===== config.mk =====
export PLATFORM = sky130hd
export DESIGN_NAME = json_token_serializer
export DESIGN_NICKNAME = d
export VERILOG_FILES = /design/src/rtl/jts_pkg.sv /design/src/rtl/jts_dec_conv.sv /design/src/rtl/json_token_serializer.sv
export SDC_FILE = /design/constraint.sdc
export NUM_CORES = 2
export LEC_CHECK = 0
export BUFFER_PORTS_ARGS = -buffer_cell sky130_fd_sc_hd__buf_2
export CAP_MARGIN = 0
export CELL_PAD_IN_SITES_DETAIL_PLACEMENT = 1
export CELL_PAD_IN_SITES_GLOBAL_PLACEMENT = 2
export CORE_MARGIN = 2
export CORE_UTILIZATION = 45
export DETAILED_ROUTE_END_ITERATION = 6
export PLACE_DENSITY_LB_ADDON = 0.05
export SETUP_SLACK_MARGIN = 0.5
export SLEW_MARGIN = 5
export SYNTH_ARGS = -nofsm -noshare
export SYNTH_HDL_FRONTEND = slang
export SYNTH_SLANG_ARGS = --single-unit

===== constraint.sdc =====
create_clock -name clock -period 8.8 [get_ports clock]
set_clock_uncertainty 0.1 [all_clocks]
set_input_delay 0.88 -clock clock [delete_from_list [all_inputs] [get_ports clock]]
set_output_delay 0.88 -clock clock [all_outputs]
set_load 0.01 [all_outputs]

===== src/rtl/jts_pkg.sv =====
package jts_pkg;

   localparam int MaxDepth = 16;
   localparam int DepthW = 4;

   localparam logic [3:0] CMD_RESET     = 4'd0;
   localparam logic [3:0] CMD_OBJ_OPEN  = 4'd1;
   localparam logic [3:0] CMD_OBJ_CLOSE = 4'd2;
   localparam logic [3:0] CMD_ARR_OPEN  = 4'd3;
   localparam logic [3:0] CMD_ARR_CLOSE = 4'd4;
   localparam logic [3:0] CMD_INT       = 4'd5;
   localparam logic [3:0] CMD_STR_BEGIN = 4'd6;
   localparam logic [3:0] CMD_STR_CHAR  = 4'd7;
   localparam logic [3:0] CMD_STR_END   = 4'd8;
   localparam logic [3:0] CMD_TRUE      = 4'd9;
   localparam logic [3:0] CMD_FALSE     = 4'd10;
   localparam logic [3:0] CMD_NULL      = 4'd11;

   typedef struct packed {
      logic       start;
      logic [63:0] mag;
   } conv_req_type;

   typedef struct packed {
      logic        done;
      logic [4:0]  num_digits;
      logic [79:0] digits;
   } conv_rsp_type;

   function automatic logic [7:0] hex_char(input logic [3:0] nib);
      logic [7:0] r;
      if (nib < 4'd10) begin
         r = 8'h30 + {4'd0, nib};
      end else begin
         r = 8'h57 + {4'd0, nib};
      end
      return r;
   endfunction

endpackage


===== src/rtl/jts_dec_conv.sv =====
module jts_dec_conv (
   input  logic                  clock,
   input  logic                  reset,
   input  jts_pkg::conv_req_type conv_req,
   output jts_pkg::conv_rsp_type conv_rsp
);

   // shift-and-add-3 binary to bcd, one bit per cycle
   logic [63:0] bin_ff, bin_in;
   logic [79:0] bcd_ff, bcd_in;
   logic [6:0]  cnt_ff, cnt_in;
   logic        busy_ff, busy_in;
   logic        done_ff, done_in;
   logic [79:0] adj;
   logic [4:0]  nd;

   always_comb begin
      for (int i = 0; i < 20; i++) begin
         adj[i*4 +: 4] = (bcd_ff[i*4 +: 4] >= 4'd5) ? bcd_ff[i*4 +: 4] + 4'd3
                                                     : bcd_ff[i*4 +: 4];
      end
      nd = 5'd1;
      for (int i = 1; i < 20; i++) begin
         if (bcd_ff[i*4 +: 4] != 4'd0) begin
            nd = 5'(i + 1);
         end
      end
   end

   always_comb begin
      bin_in = bin_ff;
      bcd_in = bcd_ff;
      cnt_in = cnt_ff;
      busy_in = busy_ff;
      done_in = 1'b0;
      if (conv_req.start) begin
         bin_in = conv_req.mag;
         bcd_in = '0;
         cnt_in = 7'd0;
         busy_in = 1'b1;
      end else if (busy_ff) begin
         bcd_in = {adj[78:0], bin_ff[63]};
         bin_in = {bin_ff[62:0], 1'b0};
         cnt_in = cnt_ff + 7'd1;
         if (cnt_ff == 7'd63) begin
            busy_in = 1'b0;
            done_in = 1'b1;
         end
      end
   end

   always_ff @(posedge clock) begin
      if (reset) begin
         busy_ff <= 1'b0;
         done_ff <= 1'b0;
      end else begin
         busy_ff <= busy_in;
         done_ff <= done_in;
      end
      bin_ff <= bin_in;
      bcd_ff <= bcd_in;
      cnt_ff <= cnt_in;
   end

   assign conv_rsp.done = done_ff;
   assign conv_rsp.digits = bcd_ff;
   assign conv_rsp.num_digits = nd;

endmodule


===== src/rtl/json_token_serializer.sv =====
// json token serializer
// req channel: one token command per beat; tdata = command[3:0], int_value[67:4],
// text_char[75:68]. rsp channel: one character per beat; tdata = out_char[7:0],
// nest_depth[11:8], level_items[27:12]; tlast marks the final character of a command.
// a command is taken only while the block is idle; it then emits its characters
// one per cycle from an output register while the receiver is ready. an integer
// first runs a bit-serial 64-bit binary to decimal conversion in the converter,
// then streams up to 21 characters. reset and unknown commands emit nothing. a
// stalled receiver holds the current beat and the sequencer waits. synchronous
// reset clears depth to zero, level zero to an empty array level and leaves the
// block idle and ready. level counts and kinds above level zero are written by an
// open before they are read.
module json_token_serializer (
   input  logic        clock,
   input  logic        reset,
   input  logic        req_tvalid,
   output logic        req_tready,
   input  logic [79:0] req_tdata,   // command, int_value, text_char
   output logic        rsp_tvalid,
   input  logic        rsp_tready,
   output logic [31:0] rsp_tdata,   // out_char, nest_depth, level_items
   output logic        rsp_tlast
);

   localparam logic [2:0] S_IDLE = 3'd0;
   localparam logic [2:0] S_PREP = 3'd1;
   localparam logic [2:0] S_CONV = 3'd2;
   localparam logic [2:0] S_EMIT = 3'd3;
   localparam logic [2:0] S_OUT  = 3'd4;

   logic [2:0]  state_ff, state_in;
   logic [3:0]  cmd_ff, cmd_in;
   logic [63:0] ival_ff, ival_in;
   logic [7:0]  tc_ff, tc_in;
   logic [3:0]  depth_ff, depth_in;
   logic [15:0] cnt_mem [jts_pkg::MaxDepth];
   logic        obj_mem [jts_pkg::MaxDepth];
   logic        mem_we;
   logic [3:0]  mem_wa;
   logic [15:0] mem_wc;
   logic        mem_wo;
   logic [7:0]  buf_ff [24];
   logic [7:0]  buf_in [24];
   logic [4:0]  len_ff, len_in;
   logic [4:0]  pos_ff, pos_in;
   logic [7:0]  ch_ff, ch_in;
   logic        last_ff, last_in;
   logic [15:0] items_ff, items_in;
   logic        vld_ff, vld_in;
   jts_pkg::conv_req_type conv_req;
   jts_pkg::conv_rsp_type conv_rsp;
   logic [15:0] cur_cnt;
   logic        cur_obj;
   logic        neg;
   logic [63:0] mag;

   jts_dec_conv u_conv (
      .clock    (clock),
      .reset    (reset),
      .conv_req (conv_req),
      .conv_rsp (conv_rsp)
   );

   assign cur_cnt = cnt_mem[depth_ff];
   assign cur_obj = obj_mem[depth_ff];
   assign neg = ival_ff[63];
   assign mag = neg ? (~ival_ff + 64'd1) : ival_ff;

   always_comb begin
      logic [4:0]  n;
      logic        sep;
      logic [15:0] ncnt;
      logic [3:0]  nd;
      n = '0;
      sep = 1'b0;
      ncnt = '0;
      nd = depth_ff;
      state_in = state_ff;
      cmd_in = cmd_ff;
      ival_in = ival_ff;
      tc_in = tc_ff;
      depth_in = depth_ff;
      buf_in = buf_ff;
      len_in = len_ff;
      pos_in = pos_ff;
      ch_in = ch_ff;
      last_in = last_ff;
      items_in = items_ff;
      vld_in = vld_ff;
      mem_we = 1'b0;
      mem_wa = depth_ff;
      mem_wc = '0;
      mem_wo = 1'b0;
      conv_req.start = 1'b0;
      conv_req.mag = mag;
      req_tready = (state_ff == S_IDLE) && !vld_ff;
      unique case (state_ff)
         S_IDLE: begin
            if (req_tvalid && req_tready) begin
               cmd_in = req_tdata[3:0];
               ival_in = req_tdata[67:4];
               tc_in = req_tdata[75:68];
               state_in = S_PREP;
            end
         end
         S_PREP: begin
            sep = (cmd_ff == jts_pkg::CMD_OBJ_OPEN) || (cmd_ff == jts_pkg::CMD_ARR_OPEN)
               || (cmd_ff == jts_pkg::CMD_INT) || (cmd_ff == jts_pkg::CMD_STR_BEGIN)
               || (cmd_ff == jts_pkg::CMD_TRUE) || (cmd_ff == jts_pkg::CMD_FALSE)
               || (cmd_ff == jts_pkg::CMD_NULL);
            if (sep && cur_cnt != 16'd0) begin
               buf_in[0] = (cur_obj && cur_cnt[0]) ? 8'h3a : 8'h2c;
               n = 5'd1;
            end
            if (sep) begin
               ncnt = (cur_cnt == 16'hffff) ? cur_cnt : cur_cnt + 16'd1;
               mem_we = 1'b1;
               mem_wc = ncnt;
               mem_wo = cur_obj;
               items_in = ncnt;
            end else begin
               items_in = cur_cnt;
            end
            state_in = S_OUT;
            case (cmd_ff) inside
               jts_pkg::CMD_RESET: begin
                  nd = 4'd0;
                  mem_we = 1'b1;
                  mem_wa = 4'd0;
                  items_in = 16'd0;
                  state_in = S_IDLE;
               end
               jts_pkg::CMD_OBJ_OPEN, jts_pkg::CMD_ARR_OPEN: begin
                  buf_in[n] = (cmd_ff == jts_pkg::CMD_OBJ_OPEN) ? 8'h7b : 8'h5b;
                  n = n + 5'd1;
                  if (depth_ff != 4'(jts_pkg::MaxDepth - 1)) begin
                     nd = depth_ff + 4'd1;
                     items_in = 16'd0;
                  end
               end
               jts_pkg::CMD_OBJ_CLOSE, jts_pkg::CMD_ARR_CLOSE: begin
                  buf_in[0] = (cmd_ff == jts_pkg::CMD_OBJ_CLOSE) ? 8'h7d : 8'h5d;
                  n = 5'd1;
                  if (depth_ff != 4'd0) begin
                     nd = depth_ff - 4'd1;
                     items_in = cnt_mem[depth_ff - 4'd1];
                  end
               end
               jts_pkg::CMD_INT: begin
                  if (neg) begin
                     buf_in[n] = 8'h2d;
                     n = n + 5'd1;
                  end
                  conv_req.start = 1'b1;
                  state_in = S_CONV;
               end
               jts_pkg::CMD_STR_BEGIN, jts_pkg::CMD_STR_END: begin
                  buf_in[n] = 8'h22;
                  n = n + 5'd1;
               end
               jts_pkg::CMD_STR_CHAR: begin
                  if (tc_ff < 8'h20) begin
                     buf_in[0] = 8'h5c;
                     buf_in[1] = 8'h75;
                     buf_in[2] = 8'h30;
                     buf_in[3] = 8'h30;
                     buf_in[4] = jts_pkg::hex_char(tc_ff[7:4]);
                     buf_in[5] = jts_pkg::hex_char(tc_ff[3:0]);
                     n = 5'd6;
                  end else if (tc_ff == 8'h5c || tc_ff == 8'h22) begin
                     buf_in[0] = 8'h5c;
                     buf_in[1] = tc_ff;
                     n = 5'd2;
                  end else begin
                     buf_in[0] = tc_ff;
                     n = 5'd1;
                  end
               end
               jts_pkg::CMD_TRUE: begin
                  buf_in[n] = 8'h74; buf_in[n+5'd1] = 8'h72;
                  buf_in[n+5'd2] = 8'h75; buf_in[n+5'd3] = 8'h65;
                  n = n + 5'd4;
               end
               jts_pkg::CMD_FALSE: begin
                  buf_in[n] = 8'h66; buf_in[n+5'd1] = 8'h61;
                  buf_in[n+5'd2] = 8'h6c; buf_in[n+5'd3] = 8'h73;
                  buf_in[n+5'd4] = 8'h65;
                  n = n + 5'd5;
               end
               jts_pkg::CMD_NULL: begin
                  buf_in[n] = 8'h6e; buf_in[n+5'd1] = 8'h75;
                  buf_in[n+5'd2] = 8'h6c; buf_in[n+5'd3] = 8'h6c;
                  n = n + 5'd4;
               end
               default: begin
                  nd = depth_ff;
                  state_in = S_IDLE;
               end
            endcase
            depth_in = nd;
            len_in = n;
            pos_in = 5'd0;
         end
         S_CONV: begin
            if (conv_rsp.done) begin
               pos_in = 5'(conv_rsp.num_digits - 5'd1);
               state_in = S_EMIT;
            end
         end
         S_EMIT: begin
            buf_in[len_ff] = {4'h3, conv_rsp.digits[pos_ff*4 +: 4]};
            len_in = len_ff + 5'd1;
            pos_in = pos_ff - 5'd1;
            if (pos_ff == 5'd0) begin
               pos_in = 5'd0;
               state_in = S_OUT;
            end
         end
         S_OUT: begin
            if (!vld_ff || rsp_tready) begin
               if (pos_ff == len_ff) begin
                  vld_in = 1'b0;
                  state_in = S_IDLE;
               end else begin
                  vld_in = 1'b1;
                  ch_in = buf_ff[pos_ff];
                  last_in = (pos_ff + 5'd1 == len_ff);
                  pos_in = pos_ff + 5'd1;
               end
            end
         end
         default: state_in = S_IDLE;
      endcase
      if (state_ff != S_OUT && vld_ff && rsp_tready) begin
         vld_in = 1'b0;
      end
      if (state_ff == S_PREP && (cmd_ff == jts_pkg::CMD_OBJ_OPEN
            || cmd_ff == jts_pkg::CMD_ARR_OPEN) && nd != depth_ff) begin
         mem_we = 1'b1;
      end
   end

   always_ff @(posedge clock) begin
      if (reset) begin
         state_ff <= S_IDLE;
         depth_ff <= 4'd0;
         vld_ff <= 1'b0;
         cnt_mem[0] <= 16'd0;
         obj_mem[0] <= 1'b0;
      end else begin
         state_ff <= state_in;
         depth_ff <= depth_in;
         vld_ff <= vld_in;
         if (mem_we) begin
            if (state_ff == S_PREP && (cmd_ff == jts_pkg::CMD_OBJ_OPEN
                  || cmd_ff == jts_pkg::CMD_ARR_OPEN) && depth_in != depth_ff) begin
               cnt_mem[depth_ff] <= mem_wc;
               cnt_mem[depth_in] <= 16'd0;
               obj_mem[depth_in] <= (cmd_ff == jts_pkg::CMD_OBJ_OPEN);
            end else begin
               cnt_mem[mem_wa] <= mem_wc;
               obj_mem[mem_wa] <= mem_wo;
            end
         end
      end
      cmd_ff <= cmd_in;
      ival_ff <= ival_in;
      tc_ff <= tc_in;
      buf_ff <= buf_in;
      len_ff <= len_in;
      pos_ff <= pos_in;
      ch_ff <= ch_in;
      last_ff <= last_in;
      items_ff <= items_in;
   end

   assign rsp_tvalid = vld_ff;
   assign rsp_tlast = last_ff;
   assign rsp_tdata = {4'd0, items_ff, depth_ff, ch_ff};

endmodule

# After elaboration in Yosys (flattened, before gate mapping)
# Memory sizes are Yosys's and may differ from the RTL's. A register that Yosys moved wholly into a read port is not among the register bits.
# Index checks and enable logic that the tools add are counted.
# classes
add_sub_neg,38
bitwise,54
shift,1
n_reduce_logical,67
order_cmp,36
eq_ne,38
muxes,190
# ops
cell,n
$mux W144,9
$and A96 B96 Y96,9
$or A96 B96 Y96,9
$not A96 Y96,8
$or A120 B120 Y120,4
$bwmux W192,2
$pmux W192 S2,1
$mux W40,9
$and A72 B72 Y72,4
$not A72 Y72,4
$demux W8 S5,6
$mux W192,1
$mux W64,3
$mux W8,23
$mux W16,11
$mux W4,41
$and A144 B144 Y144,1
$not A144 Y144,1
$and A120 B120 Y120,1
$not A120 Y120,1
$mux W5,22
$reduce_bool A4 Y1,21
$ge A4 B3 Y1 const B,20
$shiftx A80 B8 Y4,1
71 further kinds,212
# totals
ramBits,272
inputBits,84
register_bits,464
output_inout_bits,35
n_memories,2
elab_cells,466
# memory_table
memory,depth,word_bits,read_ports,rd_clocked_by_memory_dff,write_ports,line,rtl
cnt_mem,16,16,2,1,2,json_token_serializer.sv:36,logic [15:0] cnt_mem [jts_pkg::MaxDepth];
obj_mem,16,1,1,1,1,json_token_serializer.sv:37,logic obj_mem [jts_pkg::MaxDepth];

# Depth between registers and ports, before layout
# depth
ltp_word,30
mapped_depth,19
ltp_nobuf,13

# Cells and area by module
# From an unflattened synthesis, not the netlist that was laid out.
# unflattened
cells_unflattened,3489
hier_area_um2,36582.6
# modules_own_cells
module,cells_per_inst,n_inst,seq_area_each_um2,area_each_um2
json_token_serializer,2714,1,13242.7,28691.3
jts_dec_conv,775,1,3703.6,7891.3

# Worst setup path after synthesis
# No wires, ideal clock.
# synth_timing
path_type,register -> register
startpoint,register state_ff[2]
endpoint,register u_conv.bin_ff[0] (enable)
path_slack_ps,4487
synth_period_minus_slack_ps,4313
path_stages_with_launch,10
setup_time_ps,424
t_required_ps,8276
n_path_buf,4
t_arrival_ps,3790
cell_sequence,dfxtp_1 > clkbuf_1 > nor2b_1 > nand2b_1 > buf_2 > inv_2 > clkbuf_1 > nand2_1 > clkbuf_1 > nand2_1
# synth_via
elab_chain_cells,3
# synth_rtl
element,line,rtl
start: declaration,json_token_serializer.sv:31,"logic [2:0] state_ff, state_in;"
start signal: assignment,json_token_serializer.sv:251,state_ff <= state_in;
$eq A3 B1 Y1,json_token_serializer.sv:97,unique case (state_ff)
$mux W1,json_token_serializer.sv:97,
$reduce_bool A2 Y1 (no source line),n/a,
end signal: assignment,jts_dec_conv.sv:60,bin_ff <= bin_in;
end: declaration,jts_dec_conv.sv:9,"logic [63:0] bin_ff, bin_in;"
# No other way between the ends.
# A chain may end at the register's enable or synchronous reset.

==> run_results.csv <==
group,metric,value,unit
place,dpl_cell_area,38570,um^2
worst_setup_path,cp_data_arrival_time,6290,ps
detailed_routing,via_count,30830,
final_layout,synthToLayoutAreaGrowth,9.980,%
place,dp_slack,3000,ps
power,p_per_area,268.3,nW/um^2
final_layout,stdcell_area,41060,um^2
detailed_routing,wl_per_cell,25.90,um
yosys,synth_edf_count,329,
sta,fin_ws,2805,ps
yosys,synthArstFlopShare,0,%
sta,finalMaxSlewViolations,0,
run_status,status,"finished, final reports clean",
detailed_routing,drcViolationCount,0,
clocking,cts_tree,"built",
worst_setup_path,worstSetupEndpointType,"flop",
power,power,11.02,mW
clocking,cts_resized,0,
clocking,cts_buffers,80,
global_route,grt_max_degree,98,
sta,setup-violations-final,0,
detailed_routing,antenna_left,0,
floorplanning,die_h,292.0,um
sta,timing.final.hold_violations,0,
yosys,synthCells,3719,
min_path,min_from,"req_tdata[50]",
sta,fin_crit_sh,68.13,%
clocking,clk_pin_slew_worst_paths,60,ps
final_layout,multi_input_area,18900,um^2
yosys,synthDistinctLibCells,114,
global_route,gr-max-usage-layer,"met2",
yosys,syn_avg_cell_area,10.04,um^2
clocking,postCtsHoldBufs,0,
clocking,clockRootBuffer,"clkbuf_16",
worst_setup_path,startpoint_type,"flop",
detailed_routing,detail_route.first_pass.iterations,5,
global_route,grt_util_met2,48.63,%
worst_setup_path,cp.required,9090,ps
floorplanning,core,82110,um^2
yosys,synth_ff_type,"dfxtp_1",
floorplanning,die_area,85290,um^2
global_route,grt_pass1_wl,193.5,mm
clocking,postCtsSetupBuffers,0,
sta,worstMarginPinSlew,1262,ps
worst_setup_path,crit_path_start,"depth_ff[0]",
power,peakVddDrop,0.1949,mV
place,gp_congestion,0.8976,
detailed_routing,vias_per_cell,6.352,
floorplanning,die_w,292.0,um
global_route,antenna_found_initial,0,
clocking,clockBufferDepth,3,
worst_setup_path,rr_startpoint,"depth_ff[0]",
sta,fin_tns_setup,0,ps
detailed_routing,drtIter0Drc,2819,
sta,period_minus_slack,5995,ps
yosys,ys_seq_area_share,45.39,%
power,p_leak,13.89,nW
clocking,insertion_delay,640,ps
global_route,overflow,0,
clocking,cts.sinks,682,
min_path,hold_path.class,"input pin to flop",
place,io_buffers,110,
global_route,grt_use_met3,3.661,%
final_layout,fillers,9000,
sta,maxSlewHeadroom,15.59,%
yosys,synth_seq_cells,682,
run,cap_violations,0,
floorplanning,boundaryPins,119,
final_layout,seq_area,16960,um^2
final_layout,drive_gt1_share,15.68,%
final_layout,nets,3874,
floorplanning,rows,105,
global_route,grt_pass1_vias,31700,
place,hpwl,88.05,mm
global_route,grt_use_met1,39.53,%
sta,rsz0062_at_grt,"false",
detailed_routing,drt_wl_total,125.7,mm
worst_setup_path,worstPathMaxFanout,72,
global_route,grt_usage,29.24,%
final_layout,antennaDiodeCount,0,
yosys,synth_area,37340,um^2
yosys,ys_warn_count,0,
floorplanning,initial_core_util,45.47,%
clocking,htreeDepth,3,
worst_setup_path,critPathKind,"flop to flop",
sta,fmax,166.8,MHz
-- stage by stage --
stage | utilization [%] | hold WS, ps | instances
CTS | 50.01 | 269.8 | 4853
global placement | 46.97 | 347.2 | 4710
detailed placement | 46.97 | 360.8 | 4710
floorplan | - | 338.5 | 3724
global route | 50.01 | 284.6 | 4853
finish | 50.01 | 310.3 | 4853
-- cell families (layout without fill, tap and decap cells) --
| logic type | Yosys count | count (layout) | share of synthesized area (%) |
|---|---|---|---|
| DFF | 682 | 682 | 45.39 |
| other | 1 | 6 | 0.01004 |
| adders and majority gates | 68 | 68 | 2.279 |
| and+or+nand+nor | 1337 | 1337 | 16.34 |
| xor gates and xnor gates | 121 | 121 | 2.959 |
| muxes | 266 | 266 | 13.72 |
| buffers and inverters | 356 | 415 | 4.296 |
| AOI/OAI and AO/OA | 888 | 888 | 15.01 |
-- final timing paths --
kind,slack [ps],endpoint,cells after the start
worst min register to register,370,cnt_mem[7][1],2
worst min-delay path,310,ival_ff[46],1
worst max register to register,2800,len_ff[1],12
worst max-delay path,2800,len_ff[1],12
-- state kept, by name, summed over array words and instances, names as in the netlist --
register        flops
ival_ff            64
rsp_tlast           1
ch_ff               8
cmd_ff              4
u_conv.busy_ff      1
pos_ff              5
u_conv.cnt_ff       7
depth_ff            4
cnt_mem           256
len_ff              5
state_ff            3
u_conv.done_ff      1
tc_ff               8
u_conv.bcd_ff      80
obj_mem            16
rsp_tvalid          1
u_conv.bin_ff      64
items_ff           16
buf_ff            138
-- placed cells by master (no fill, tap or decap), types with 17 or more instances in the layout --
cell / n
o31ai_1: 36
nor3_1: 58
a22oi_1: 19
o22ai_1: 121
edfxtp_1: 329
and3_1: 19
clkbuf_16: 81
buf_2: 110
nor2_1: 374
nand3_1: 89
mux4_2: 195
nor3b_1: 22
or3_1: 17
xnor2_1: 46
o211ai_1: 22
nand2_1: 562
o21ai_0: 193
clkbuf_1: 25
xor2_1: 71
dfxtp_1: 349
inv_1: 104
buf_4: 51
mux2i_1: 57
a21oi_1: 274
a211oi_1: 67
nand2b_1: 34
ha_1: 67
nand4_1: 31
-- routing by layer --
| metal | share of wire [%] | vias to the layer above |
|---|---|---|
| met5 | 0 | - |
| met4 | 3.4 | 0 |
| met3 | 5.9 | 246 |
| met2 | 48 | 1078 |
| met1 | 43 | 15770 |
| li1 | - | 13730 |
-- where the power goes --
part | internal [mW] | switching, mW
logic | 1.28 | 2.21
registers | 3.82 | 0.480
clock network | 1.84 | 1.38
-- worst max-delay path, cell delays in order, from the launching register on --
cell and delay (ps):
dfxtp_4 640, buf_12 470, mux4_2 610, a22oi_1 480
nand2_1 380, nor4_4 460, nand4_2 460, nand2_2 650
inv_2 390, ha_1 310, o211ai_1 180, o221ai_1 140
a221o_1 350
-- synth_stat cells, types with 12 or more instances --
| cell type | number | area share (%) |
|---|---|---|
| nand2_1 | 564 | 5.7 |
| nor2_1 | 380 | 3.8 |
| dfxtp_1 | 353 | 19 |
| edfxtp_1 | 329 | 26 |
| a21oi_1 | 274 | 3.7 |
| mux4_2 | 195 | 12 |
| o21ai_0 | 193 | 2.6 |
| clkbuf_1 | 158 | 1.6 |
| o22ai_1 | 122 | 2.0 |
| inv_1 | 104 | 1.0 |
| nand3_1 | 89 | 1.2 |
| xor2_1 | 71 | 1.7 |
| ha_1 | 68 | 2.3 |
| a211oi_1 | 67 | 1.3 |
| nor3_1 | 60 | 0.80 |
| mux2i_1 | 57 | 1.5 |
| xnor2_1 | 47 | 1.1 |
| buf_2 | 43 | 0.58 |
| o31ai_1 | 36 | 0.72 |
| nand2b_1 | 34 | 0.57 |
| nand4_1 | 31 | 0.52 |
| a22oi_1 | 23 | 0.46 |
| nor3b_1 | 23 | 0.46 |
| o211ai_1 | 22 | 0.44 |
| and3_1 | 19 | 0.32 |
| buf_4 | 17 | 0.34 |
| or3_1 | 17 | 0.28 |
| or4_1 | 15 | 0.30 |
| buf_1 | 13 | 0.13 |
| mux2_2 | 13 | 0.39 |
| nor4_1 | 13 | 0.22 |
| o21ai_1 | 13 | 0.17 |
| a31oi_1 | 12 | 0.20 |
-- cell type report --
| cell class | count | area share (%) |
|---|---|---|
| multi-input cells | 2686 | 46.04 |
| flip-flops and latches | 682 | 41.29 |
| clock buffers | 116 | 5.479 |
| well taps | 1070 | 3.260 |
| repair buffers | 162 | 2.322 |
| inverters | 110 | 1.012 |
| clock inverters | 27 | 0.5942 |
(Power assumes the default switching activity.)
